## src/sv/median_ema_sample_filter_core_macros.svh

```systemverilog
// ----------------------------------------------------------------------------
// Assertion macros for the median and moving average sample filter.
// Both macros expect a clock named clock and a synchronous reset named reset.
// ----------------------------------------------------------------------------
`ifndef MEDIAN_EMA_SAMPLE_FILTER_CORE_MACROS_SVH
`define MEDIAN_EMA_SAMPLE_FILTER_CORE_MACROS_SVH

// The consequent must hold in the same cycle as the antecedent.
`define MESF_ASSERT_SAME(label, ante, cons) \
   label: assert property (@(posedge clock) disable iff (reset) (ante) |-> (cons)) \
      else $error("mesf assertion failed");

// The consequent must hold in the cycle after the antecedent.
`define MESF_ASSERT_NEXT(label, ante, cons) \
   label: assert property (@(posedge clock) disable iff (reset) (ante) |=> (cons)) \
      else $error("mesf assertion failed");

`endif

```

## src/sv/mesf_pkg.sv

```systemverilog
// ----------------------------------------------------------------------------
// mesf_pkg
// Types and constants shared by the median and moving average filter.
// ----------------------------------------------------------------------------
package mesf_pkg;

   localparam int SAMPLE_BITS = 12;
   localparam int FRAC_BITS   = 16;
   localparam int AVG_BITS    = SAMPLE_BITS + FRAC_BITS;
   localparam int ALPHA_BITS  = 16;
   localparam int LEN_BITS    = 8;
   localparam int CSR_BITS    = 2;
   localparam int CSR_DATA_BITS = 16;

   localparam logic [ALPHA_BITS-1:0] ALPHA_RESET = 16'd22938;
   localparam logic [LEN_BITS-1:0]   LEN_RESET   = 8'd20;

   localparam logic [CSR_BITS-1:0] CSR_ALPHA         = 2'd0;
   localparam logic [CSR_BITS-1:0] CSR_SERIES_LENGTH = 2'd1;

   localparam int QUEUE_DEPTH = 2;
   localparam int QPTR_BITS   = 1;
   localparam int QCNT_BITS   = 2;

   typedef struct packed {
      logic [SAMPLE_BITS-1:0] sample;
      logic                   restart;
   } req_type;

   typedef struct packed {
      logic [SAMPLE_BITS-1:0] filtered;
      logic [LEN_BITS-1:0]    series_index;
      logic                   last;
   } rsp_type;

   typedef struct packed {
      logic [SAMPLE_BITS-1:0] median;
      logic                   restart;
   } entry_type;

   typedef struct packed {
      logic full;
      logic empty;
   } queue_status_type;

   typedef struct packed {
      logic [ALPHA_BITS-1:0] alpha;
      logic [LEN_BITS-1:0]   series_length;
   } cfg_type;

endpackage

```

## src/sv/mesf_front.sv

```systemverilog
// ----------------------------------------------------------------------------
// mesf_front
// Takes samples into a sorted cell row and hands each group median onward.
// ----------------------------------------------------------------------------
module mesf_front
   import mesf_pkg::*;
#(
   parameter int GROUP_SIZE = 11
) (
   input  logic             clock,
   input  logic             reset,
   input  logic             req_valid,
   output logic             req_stall,
   input  req_type          req_data,
   input  queue_status_type queue_status,
   output logic             push,
   output entry_type        push_entry
);

   localparam int FILL_BITS = $clog2(GROUP_SIZE + 1);
   localparam int MID       = GROUP_SIZE / 2;

   logic [SAMPLE_BITS-1:0] cells_ff [GROUP_SIZE];
   logic [SAMPLE_BITS-1:0] cells_in [GROUP_SIZE];
   logic [FILL_BITS-1:0]   fill_ff, fill_in, fill_eff;
   logic                   pending_ff, pending_in;
   logic [GROUP_SIZE-1:0]  greater;
   logic                   accept, complete;

   assign req_stall = queue_status.full;
   assign accept    = req_valid && !queue_status.full;
   assign fill_eff  = req_data.restart ? '0 : fill_ff;
   assign complete  = (fill_eff == FILL_BITS'(GROUP_SIZE - 1));

   // Cells past the fill level act as larger than any sample.
   always_comb begin
      for (int i = 0; i < GROUP_SIZE; i++) begin
         greater[i] = (FILL_BITS'(i) >= fill_eff) || (cells_ff[i] > req_data.sample);
      end
      for (int i = 0; i < GROUP_SIZE; i++) begin
         if (!greater[i]) begin
            cells_in[i] = cells_ff[i];
         end else if (i > 0 && greater[(i > 0) ? i - 1 : 0]) begin
            cells_in[i] = cells_ff[(i > 0) ? i - 1 : 0];
         end else begin
            cells_in[i] = req_data.sample;
         end
      end
   end

   always_comb begin
      fill_in    = fill_ff;
      pending_in = pending_ff;
      if (accept) begin
         fill_in    = complete ? '0 : fill_eff + 1'b1;
         pending_in = complete ? 1'b0 : (pending_ff | req_data.restart);
      end
   end

   assign push              = accept && complete;
   assign push_entry.median  = cells_in[MID];
   assign push_entry.restart = pending_ff | req_data.restart;

   always_ff @(posedge clock) begin
      if (reset) begin
         fill_ff    <= '0;
         pending_ff <= 1'b0;
      end else begin
         fill_ff    <= fill_in;
         pending_ff <= pending_in;
      end
   end

   always_ff @(posedge clock) begin
      if (accept) begin
         cells_ff <= cells_in;
      end
   end

endmodule

```

## src/sv/mesf_queue.sv

```systemverilog
// ----------------------------------------------------------------------------
// mesf_queue
// Short queue of group medians between the sorter and the averaging unit.
// ----------------------------------------------------------------------------
module mesf_queue
   import mesf_pkg::*;
(
   input  logic             clock,
   input  logic             reset,
   input  logic             push,
   input  entry_type        push_entry,
   input  logic             pop,
   output entry_type        head_entry,
   output queue_status_type queue_status
);

   entry_type            slots_ff [QUEUE_DEPTH];
   logic [QPTR_BITS-1:0] wr_ptr_ff, wr_ptr_in;
   logic [QPTR_BITS-1:0] rd_ptr_ff, rd_ptr_in;
   logic [QCNT_BITS-1:0] count_ff, count_in;

   assign head_entry         = slots_ff[rd_ptr_ff];
   assign queue_status.full  = (count_ff == QCNT_BITS'(QUEUE_DEPTH));
   assign queue_status.empty = (count_ff == '0);

   always_comb begin
      wr_ptr_in = wr_ptr_ff;
      rd_ptr_in = rd_ptr_ff;
      count_in  = count_ff;
      if (push) begin
         wr_ptr_in = (wr_ptr_ff == QPTR_BITS'(QUEUE_DEPTH - 1)) ? '0 : wr_ptr_ff + 1'b1;
      end
      if (pop) begin
         rd_ptr_in = (rd_ptr_ff == QPTR_BITS'(QUEUE_DEPTH - 1)) ? '0 : rd_ptr_ff + 1'b1;
      end
      if (push && !pop) begin
         count_in = count_ff + 1'b1;
      end else if (pop && !push) begin
         count_in = count_ff - 1'b1;
      end
   end

   always_ff @(posedge clock) begin
      if (reset) begin
         wr_ptr_ff <= '0;
         rd_ptr_ff <= '0;
         count_ff  <= '0;
      end else begin
         wr_ptr_ff <= wr_ptr_in;
         rd_ptr_ff <= rd_ptr_in;
         count_ff  <= count_in;
      end
   end

   always_ff @(posedge clock) begin
      if (push) begin
         slots_ff[wr_ptr_ff] <= push_entry;
      end
   end

endmodule

```

## src/sv/mesf_back.sv

```systemverilog
// ----------------------------------------------------------------------------
// mesf_back
// Moving average sequencer: updates the average from each median and
// drives the result register.
// ----------------------------------------------------------------------------
`include "median_ema_sample_filter_core_macros.svh"

module mesf_back
   import mesf_pkg::*;
(
   input  logic             clock,
   input  logic             reset,
   input  cfg_type          cfg,
   input  queue_status_type queue_status,
   input  entry_type        head_entry,
   output logic             pop,
   output logic             rsp_valid,
   input  logic             rsp_stall,
   output rsp_type          rsp_data
);

   typedef enum logic [4:0] {
      ST_IDLE     = 5'b00001,
      ST_MULT_NEW = 5'b00010,
      ST_MULT_OLD = 5'b00100,
      ST_UPDATE   = 5'b01000,
      ST_FINISH   = 5'b10000
   } back_state_type;

   localparam int NEW_BITS = ALPHA_BITS + SAMPLE_BITS;
   localparam int OLD_BITS = ALPHA_BITS + 1 + AVG_BITS;
   localparam int SUM_BITS = OLD_BITS + 1;
   localparam logic [ALPHA_BITS:0] FRAC_ONE  = (ALPHA_BITS + 1)'(1) << ALPHA_BITS;
   localparam logic [AVG_BITS-1:0] HALF_FRAC = AVG_BITS'(1) << (FRAC_BITS - 1);

   back_state_type         state_ff, state_in;
   logic [SAMPLE_BITS-1:0] median_ff, median_in;
   logic [NEW_BITS-1:0]    prod_new_ff, prod_new_in;
   logic [OLD_BITS-1:0]    prod_old_ff, prod_old_in;
   logic [AVG_BITS-1:0]    average_ff, average_in;
   logic                   avg_valid_ff, avg_valid_in;
   logic [LEN_BITS-1:0]    count_ff, count_in;
   logic                   rsp_valid_ff, rsp_valid_in;
   rsp_type                rsp_data_ff, rsp_data_in;

   logic [ALPHA_BITS:0]    one_minus_alpha;
   logic [SUM_BITS-1:0]    sum;
   logic [AVG_BITS-1:0]    rounded;
   logic [LEN_BITS-1:0]    series_len, next_index;
   logic                   out_free, is_last, load;

   assign out_free        = !rsp_valid_ff || !rsp_stall;
   assign one_minus_alpha = FRAC_ONE - {1'b0, cfg.alpha};
   assign sum             = SUM_BITS'({prod_new_ff, FRAC_BITS'(0)}) + SUM_BITS'(prod_old_ff)
                            + SUM_BITS'(HALF_FRAC);
   assign rounded         = average_ff + HALF_FRAC;
   assign series_len      = (cfg.series_length == '0) ? LEN_BITS'(1) : cfg.series_length;
   assign next_index      = count_ff + 1'b1;
   assign is_last         = (next_index == series_len);
   assign pop             = (state_ff == ST_IDLE) && !queue_status.empty;
   assign load            = (state_ff == ST_FINISH) && out_free;

   always_comb begin
      state_in     = state_ff;
      median_in    = median_ff;
      prod_new_in  = prod_new_ff;
      prod_old_in  = prod_old_ff;
      average_in   = average_ff;
      avg_valid_in = avg_valid_ff;
      count_in     = count_ff;
      rsp_data_in  = rsp_data_ff;
      rsp_valid_in = rsp_valid_ff && rsp_stall;
      case (state_ff)
         ST_IDLE: begin
            if (pop) begin
               median_in = head_entry.median;
               if (head_entry.restart) begin
                  avg_valid_in = 1'b0;
                  count_in     = '0;
               end
               state_in = ST_MULT_NEW;
            end
         end
         ST_MULT_NEW: begin
            prod_new_in = cfg.alpha * median_ff;
            state_in    = ST_MULT_OLD;
         end
         ST_MULT_OLD: begin
            prod_old_in = one_minus_alpha * average_ff;
            state_in    = ST_UPDATE;
         end
         ST_UPDATE: begin
            if (avg_valid_ff) begin
               average_in = sum[FRAC_BITS +: AVG_BITS];
            end else begin
               average_in = {median_ff, FRAC_BITS'(0)};
            end
            avg_valid_in = 1'b1;
            state_in     = ST_FINISH;
         end
         ST_FINISH: begin
            if (out_free) begin
               rsp_valid_in              = 1'b1;
               rsp_data_in.filtered      = rounded[FRAC_BITS +: SAMPLE_BITS];
               rsp_data_in.series_index  = next_index;
               rsp_data_in.last          = is_last;
               avg_valid_in              = !is_last;
               count_in                  = is_last ? '0 : next_index;
               state_in                  = ST_IDLE;
            end
         end
         default: begin
            state_in = ST_IDLE;
         end
      endcase
   end

   always_ff @(posedge clock) begin
      if (reset) begin
         state_ff     <= ST_IDLE;
         avg_valid_ff <= 1'b0;
         count_ff     <= '0;
         rsp_valid_ff <= 1'b0;
      end else begin
         state_ff     <= state_in;
         avg_valid_ff <= avg_valid_in;
         count_ff     <= count_in;
         rsp_valid_ff <= rsp_valid_in;
      end
   end

   always_ff @(posedge clock) begin
      median_ff   <= median_in;
      prod_new_ff <= prod_new_in;
      prod_old_ff <= prod_old_in;
      average_ff  <= average_in;
      rsp_data_ff <= rsp_data_in;
   end

   assign rsp_valid = rsp_valid_ff;
   assign rsp_data  = rsp_data_ff;

   `MESF_ASSERT_NEXT(a_result_from_finish, !rsp_valid_ff, !rsp_valid_ff || $past(load))
   `MESF_ASSERT_NEXT(a_load_shows_result, load, rsp_valid_ff && state_ff == ST_IDLE)
   `MESF_ASSERT_NEXT(a_series_continues, load && !is_last, count_ff == $past(next_index))
   `MESF_ASSERT_SAME(a_average_ready, state_ff == ST_FINISH, avg_valid_ff)

endmodule

```

## src/sv/median_ema_sample_filter_core.sv

```systemverilog
// ----------------------------------------------------------------------------
// median_ema_sample_filter_core
// Groups samples, takes each group median and smooths the medians with an
// exponential moving average.
// ----------------------------------------------------------------------------
//   Channel  Direction  Handshake            Payload
//   req      in         req_valid/req_stall  sample, restart
//   rsp      out        rsp_valid/rsp_stall  filtered, series_index, last
//   csr      in         csr_write_enable     csr_index, csr_wdata
//
// A sample is taken every cycle while the median queue has room. Each group
// median passes through the averaging sequencer steps in order (pop, two
// multiplies, update, output). The sustained rate is one sample per cycle
// for groups of five or more without result stalls, less for shorter groups.
// Reset is synchronous and needs no clearing pass. A stalled result holds the
// output register; the sorter keeps taking samples until the queue fills.
// ----------------------------------------------------------------------------
module median_ema_sample_filter_core
   import mesf_pkg::*;
#(
   parameter int GROUP_SIZE = 11
) (
   input  logic                     clock,
   input  logic                     reset,
   input  logic                     req_valid,
   output logic                     req_stall,
   input  req_type                  req_data,
   output logic                     rsp_valid,
   input  logic                     rsp_stall,
   output rsp_type                  rsp_data,
   input  logic                     csr_write_enable,
   input  logic [CSR_BITS-1:0]      csr_index,
   input  logic [CSR_DATA_BITS-1:0] csr_wdata
);

   cfg_type          cfg_ff, cfg_in;
   queue_status_type queue_status;
   entry_type        push_entry, head_entry;
   logic             push, pop;

   always_comb begin
      cfg_in = cfg_ff;
      if (csr_write_enable) begin
         case (csr_index)
            CSR_ALPHA:         cfg_in.alpha         = csr_wdata[ALPHA_BITS-1:0];
            CSR_SERIES_LENGTH: cfg_in.series_length = csr_wdata[LEN_BITS-1:0];
            default: begin
               cfg_in = cfg_ff;
            end
         endcase
      end
   end

   always_ff @(posedge clock) begin
      if (reset) begin
         cfg_ff.alpha         <= ALPHA_RESET;
         cfg_ff.series_length <= LEN_RESET;
      end else begin
         cfg_ff <= cfg_in;
      end
   end

   mesf_front #(
      .GROUP_SIZE(GROUP_SIZE)
   ) u_front (
      .clock       (clock),
      .reset       (reset),
      .req_valid   (req_valid),
      .req_stall   (req_stall),
      .req_data    (req_data),
      .queue_status(queue_status),
      .push        (push),
      .push_entry  (push_entry)
   );

   mesf_queue u_queue (
      .clock       (clock),
      .reset       (reset),
      .push        (push),
      .push_entry  (push_entry),
      .pop         (pop),
      .head_entry  (head_entry),
      .queue_status(queue_status)
   );

   mesf_back u_back (
      .clock       (clock),
      .reset       (reset),
      .cfg         (cfg_ff),
      .queue_status(queue_status),
      .head_entry  (head_entry),
      .pop         (pop),
      .rsp_valid   (rsp_valid),
      .rsp_stall   (rsp_stall),
      .rsp_data    (rsp_data)
   );

endmodule
```

## config.mk

```make
export PLATFORM = sky130hd
export DESIGN_NAME = median_ema_sample_filter_core
export DESIGN_NICKNAME = d
export VERILOG_FILES = /design/src/sv/mesf_pkg.sv /design/src/sv/mesf_front.sv /design/src/sv/mesf_queue.sv /design/src/sv/mesf_back.sv /design/src/sv/median_ema_sample_filter_core.sv
export VERILOG_INCLUDE_DIRS = /design/src /design/src/sv
export SDC_FILE = /design/constraint.sdc
export NUM_CORES = 2
export LEC_CHECK = 0
export BUFFER_PORTS_ARGS = -buffer_cell sky130_fd_sc_hd__buf_2
export CAP_MARGIN = 10
export CORE_AREA = 2 2 278 280
export DETAILED_ROUTE_END_ITERATION = 8
export DIE_AREA = 0 0 280 282
export HOLD_SLACK_MARGIN = 0.02
export PLACE_DENSITY = 0.66
export SLEW_MARGIN = 20
export SYNTH_ARGS = -nofsm -noshare
export SYNTH_HDL_FRONTEND = slang
export SYNTH_SLANG_ARGS = --single-unit
```

## constraint.sdc

```tcl
create_clock -name clock -period 7.4 [get_ports clock]
set_clock_uncertainty 0.05 [all_clocks]
set_input_delay 0.37 -clock clock [delete_from_list [all_inputs] [get_ports clock]]
set_output_delay 0.37 -clock clock [all_outputs]
set_load 0.02 [all_outputs]
```

-- After elaboration in Yosys (flattened, before gate mapping)
Memory sizes are Yosys's and may differ from the RTL's. A register that Yosys moved wholly into a read port is not among the register bits.
Index checks and enable logic that the tools add are counted.
- $add $sub $neg: 10
- multiply operators: 2
- magnitude comparators: 12
- eq/ne operators: 12
- multiplexer cells: 33
- bitwise gates (word level): 1
- reductions and logical operators: 38
- operator list (operator ; count):
    12-bit > comparator ; 6
    12-bit two-way mux ; 6
    44-bit by 16-bit adder with 44-bit output (second input constant) ; 1
    44-bit adder ; 1
    17-bit by 28-bit multiplier with 44-bit output ; 1
    8-bit two-way mux ; 5
    28-bit by 16-bit adder with 28-bit output (second input constant) ; 1
    16-bit by 12-bit multiplier with 28-bit output ; 1
    28-bit two-way mux ; 1
    5-bit one-hot mux with 5 select lines ; 1
    2-bit AND reduction ; 10
    17-bit by 16-bit subtractor with 17-bit output (first input constant) ; 1
    8-bit one-hot mux with 2 select lines ; 1
    1-bit two-way mux ; 12
    5-bit two-way mux ; 2
    8-bit by 1-bit adder with 8-bit output (second input constant) ; 1
    8-bit equality test ; 1
    1-bit by 4-bit >= comparator with 1-bit output (first input constant) ; 2
    2-bit by 4-bit >= comparator with 1-bit output (first input constant) ; 2
    3-bit by 4-bit >= comparator with 1-bit output (first input constant) ; 2
    8-bit zero test ; 1
    4-bit two-way mux ; 2
    4-bit AND reduction ; 2
    1-bit zero test ; 7
    other kinds (22) ; 38
- register bits after elaboration: 253
- bits in writable memories: 26
- input bits: 36
- output and inout port bits: 23
- memories kept: 1
- memory list (name ; depth ; width ; rd ports ; clocked after memory_dff ; wr ports ; RTL line ; text):
    u_queue.slots_ff ; 2 ; 13 ; 1 ; 1 ; 1 ; mesf_queue.sv:17 ; entry_type slots_ff [QUEUE_DEPTH];

-- Longest topological paths before layout
- word-level depth: 8
- mapped depth: 31
- gate-level depth less buffers: 27

-- Hierarchy
From an unflattened synthesis, not the netlist that was laid out.
- cell total of the unflattened synthesis: 3464
- area total of the unflattened synthesis: 33933.8 µm²
- modules (own cells, without submodules) (module ; instances ; cells each ; area an instance (µm²) ; sequential area each (µm²)):
    mesf_back ; 1 ; 2893 ; 26650.6 ; 3843.7
    mesf_front ; 1 ; 406 ; 5107.4 ; 2262.2
    mesf_queue ; 1 ; 62 ; 1139.8 ; 880.8
    median_ema_sample_filter_core ; 1 ; 103 ; 1036.0 ; 480.5

-- Worst setup path after synthesis
No wires, ideal clock.
- path type: reg2reg
- start: reg cfg_ff[8] (netlist bit)
- end: reg u_back.prod_old_ff[43], data pin
- library setup time: 260 ps
- data arrival time: 7353 ps
- data required time: 7090 ps
- setup slack: -263 ps
- stages on the path, launching flop included: 29
- buffers on the path: 3
- cells stage by stage: dfxtp_1 > clkbuf_1 > clkbuf_1 > inv_1 > ha_1 > and3b_1 > nand2_1 > xor2_1 > clkbuf_1 > nand2_1 > fa_1 > inv_1 > fa_1 > fa_1 > fa_1 > fa_1 > inv_1 > fa_1 > inv_1 > ha_1 > a21oi_1 > o21ai_1 > a2111oi_2 > o21bai_1 > a2111oi_2 > nor3_1 > a2111o_1 > a21oi_2 > xnor2_1
- longest elaborated chain between the ends: 2
- RTL lines (what ; RTL line ; text):
    start: declaration ; median_ema_sample_filter_core.sv:36 ; cfg_type cfg_ff, cfg_in;
    start signal: assignment ; median_ema_sample_filter_core.sv:59 ; cfg_ff <= cfg_in;
    17-bit by 16-bit subtractor with 17-bit output ; mesf_back.sv:53 ; assign one_minus_alpha = FRAC_ONE - {1'b0, cfg.alpha};
    17-bit by 28-bit multiplier with 44-bit output ; mesf_back.sv:89 ; prod_old_in = one_minus_alpha * average_ff;
    end signal: assignment ; mesf_back.sv:135 ; prod_old_ff <= prod_old_in;
    end: declaration ; mesf_back.sv:39 ; logic [OLD_BITS-1:0] prod_old_ff, prod_old_in;
No other way between the ends.
A chain may end at the register's enable or synchronous reset.

-- Final worst setup path
- start: reg cfg_ff[17] (netlist bit)
- end: reg u_back.prod_old_ff[43], data pin
Same word-level chain as after synthesis.

==> metrics.md <==
| Metric | Value |
|---|---|
| Area grow syn2layout | 13.9% |
| Vias in the first global route | 25600 |
| Internal Power | 10200 uW |
| Grt total ovfl | 0 |
| Most frequent cells after synthesis | inv_1 (684), nand2_1 (573), fa_1 (527) |
| Ys flop type | edfxtp_1 |
| Seq cells post-synth | 265 |
| Dominant cells by area after synthesis | fa_1 (31%), edfxtp_1 (19%), ha_1 (10%) |
| Clk_lat worst skew | 0.60 ns |
| Syn_nets | 4375 |
| I/O Pins | 59 |
| Fin. Hold Viols | 0 |
| R2r worst-path depth | 31 |
| Via count | roughly 25000 |
| PortBufs | 58 |
| Tot Pwr | 19000 uW |
| Worst Hold Path Cells | 3 |
| Gr usage total | 21.7% |
| Reg2Reg Setup Slack | -0.13 ns |
| Drt first pass iters | 6 |
| Clock tree buffer depth | 3 |
| Fmax | 0.133 GHz |
| Largest net degree at the start of global routing | 49 |
| Core area | 75700 sq um |
| Worst setup SP type | flop |
| Post-route minimum period | between 7 and 8 ns |
| Final period util | 102% |
| Drt first-iter violations | 1510 |
| Number of vias per cell | 5.24 |
| Clock share of power | 8.2% |
| Comb pwr share | 77.6% |
| Non-Filler Instances | 4694 |
| Diodes inserted | 0 |
| Critical path capture point type | flop |
| First-pass GRT wire length | 136 mm |
| Num CTS Buffers | 31 |
| Top-area cell type share of the netlist area | a little over 30% |
| Largest area contributor in the netlist | fa_1 |
| Run status | finished with violations |
| Seq/Total Area, Yosys | 22.1% |
| Global placement routability congestion | 0.857 |
| Die W | between 200 and 300 microns |
| Drt drc | 0 |
| Row count | between 100 and 150 |
| Synthesis warning total | 0 |
| Worst-margin pin slew | 1.05 ns |
| Die height | 282 microns |
| Antenna violations before repair | 0 |
| Critical R2R Capture | u_back.prod_old_ff[43] |
| Critical path class | reg -> reg |
| Fraction of layout cells with a size suffix above 1 | 13.2% |
| Hold Crit Start | csr_wdata[8] |
| # setup viols final | 6 |
| Post-Syn Area | about 34000 sq um |
| Post-route ant nets | 0 |
| Synth unique cells | 77 |
| Mapped Cells | ~3500 |
| Required time of the worst setup path | just under 8 ns |
| Seq pwr share | 14.1% |
| EDFF count, synth | 216 |
| CP peak stage delay | around 0.55 ns |
| Initial core utilization | 44.7% |
| Clock sinks | between 200 and 300 |
| Worst slack, placed | -0.512 ns |
| CTS tree | yes |
| Most used cell, CP | fa_1 |
| Worst R2R Start | cfg_ff[17] |
| Slew Limit Fails | 0 |
| Max FO, Critical Path | 6 |
| Worst-case vdd ir drop | slightly below 0.0007 V |
| WHS | 0.0173 ns |
| Net switching power | 8770 uW |
| Violated checks | setup timing |
| Worst Hold End | cfg_ff[16] |
| Power per cell area | 493 nW/um^2 |
| Worst min path class | in -> reg |
| Switch share | between 40% and 50% |
| Post-DP HPWL | between 60 and 70 mm |
| Critical path's slowest cell | fa_2 |
| Rel. slew slack | between 20% and 30% |
| Final nets | 4536 |
| Root Driver | clkbuf_16 |
| Final wirelength | 83.4 mm |
| Leakage | 0.0183 uW |
| Final WS setup | -0.129 ns |
| FFs w/ async S/R, synth | 0% |
| Die area | 79000 sq um |
| Post-DR wirelength/cell | between 15 and 20 microns |
| Max_cap viols | 0 |
| H-tree depth | 1 |
| Clock transition at path regs | about 0.06 ns |
| Top-count cell post-synth | inv_1 |
| Placed Cells | 4573 |
| Crit path DAT | between 7 and 8 ns |
| Mean Syn Cell Area | 9.58 sq um |
| RSZ-0062 raised after global routing | true |
-- layout make-up --
cell class                 count  area [sq um]
clock buffer                  37           798
sequential                   265          7470
multi-input combinational   2418         23900
tap                          978          1220
inverter                     684          2570
clock inverter                21           224
timing repair buffer         291          2400
fill                        6743         37200
-- power groups by stage --
stage / clock, uW / sequential [uW] / combinational [uW]
after CTS: 1580 / 2680 / 13900
final: 1560 / 2680 / 14700
after detailed placement: 0 / 2710 / 13200
after global routing: 1640 / 2710 / 16600
after global placement: 0 / 2710 / 13000
after floorplan: 0 / 2570 / 9600
-- cells in the final DEF, fill, tap and decap left out, types with 7 or more instances in the layout --
| cell | synthesis | routed |
|---|---|---|
| a21o_1 | 57 | 57 |
| a21oi_1 | 119 | 111 |
| a31oi_1 | 13 | 12 |
| and2_1 | 210 | 204 |
| and3_1 | 22 | 21 |
| buf_12 | 0 | 16 |
| buf_2 | 5 | 59 |
| buf_4 | 0 | 170 |
| buf_6 | 1 | 21 |
| clkbuf_16 | 0 | 32 |
| clkinv_1 | 0 | 7 |
| dfxtp_1 | 49 | 45 |
| dlygate4sd3_1 | 0 | 23 |
| edfxtp_1 | 216 | 216 |
| fa_1 | 527 | 517 |
| fa_2 | 0 | 10 |
| ha_1 | 282 | 270 |
| ha_4 | 0 | 10 |
| inv_1 | 684 | 674 |
| inv_2 | 0 | 10 |
| mux2_2 | 44 | 44 |
| mux2i_1 | 18 | 18 |
| nand2_1 | 573 | 565 |
| nand2_2 | 0 | 8 |
| nand2b_1 | 16 | 16 |
| nand3_1 | 21 | 21 |
| nand3b_1 | 11 | 11 |
| nand4_1 | 27 | 27 |
| nor2_1 | 87 | 82 |
| nor2b_1 | 26 | 26 |
| nor3_1 | 35 | 29 |
| o21a_1 | 9 | 9 |
| o21ai_0 | 62 | 60 |
| o21bai_1 | 9 | 8 |
| or3_1 | 15 | 12 |
| xnor2_1 | 84 | 75 |
| xor2_1 | 38 | 33 |
-- metal layers --
metal,part of all wire (%),GRT usage [%]
met3,5.7,2.79
met1,43,28.9
met2,49,37.2
met5,0,0
met4,2.6,5.81
-- logic make-up after synthesis --
kind of cell,share of synthesized area (%)
and+or+nand+nor,15.1
buffers and inverters,9.46
adders and majority gates,41.6
AOI/OAI and AO/OA,6.54
DFF,22.1
xor gates and xnor gates,3.16
muxes,2.07
-- state kept, by name (all words and copies together) (netlist names), 2 cells and up, named ones only --
signal,count
u_back.count_ff,8
u_front.cells_ff,72
u_back.state_ff,5
u_queue.slots_ff,26
u_back.average_ff,28
u_queue.count_ff,2
u_back.prod_new_ff,28
u_back.rsp_data,21
u_front.fill_ff,4
u_back.prod_old_ff,29
cfg_ff,24
u_back.median_ff,12
-- critical path, delay by kind of cell (launching register included) --
kind                     cells  cell delay (ns)
adder cells (fa/ha/maj)      7             3.22
AO/OA/AOI/OAI                6             1.22
buffers and inverters        9             1.11
AND/OR/NAND/NOR              7             1.06
flip-flops                   1             0.33
XOR/XNOR                     2             0.28
-- how the worst max path moves through the flow --
stage | from | to | slack [ns] | depth (start not counted)
after global routing | cfg_ff[17] | u_back.prod_old_ff[43] | -0.44 | 31
final | cfg_ff[17] | u_back.prod_old_ff[43] | -0.13 | 31
after detailed placement | cfg_ff[17] | u_back.prod_old_ff[39] | -0.51 | 25
after global placement | cfg_ff[17] | u_back.prod_old_ff[39] | -0.36 | 25
after CTS | cfg_ff[14] | u_back.prod_old_ff[43] | -0.20 | 31
after floorplan | cfg_ff[8] | u_back.prod_old_ff[43] | 0.01 | 29
-- what timing repair did --
item	CTS	global route
endpoints found under the hold margin	25	0
cloned	4	1
resized for setup	64	59
buffers inserted	20	17
pin swaps	59	72
hold buffers	23	0
setup endpoints to repair	13	17
-- through the flow --
| stage | util, % | TNS (ns) | cell area [sq um] |
|---|---|---|---|
| 6_report | 50.9 | -0.387 | 38500 |
| 5_1_grt | 50.9 | -3.26 | 38500 |
| 4_1_cts | 50.4 | -0.640 | 38200 |
| 3_5_place_dp | 48.1 | -3.62 | 36400 |
| 3_3_place_gp | 48.1 | -2.31 | 36400 |
| 2_1_floorplan | - | 0 | 34000 |
Power figures use the tool's default switching activity.
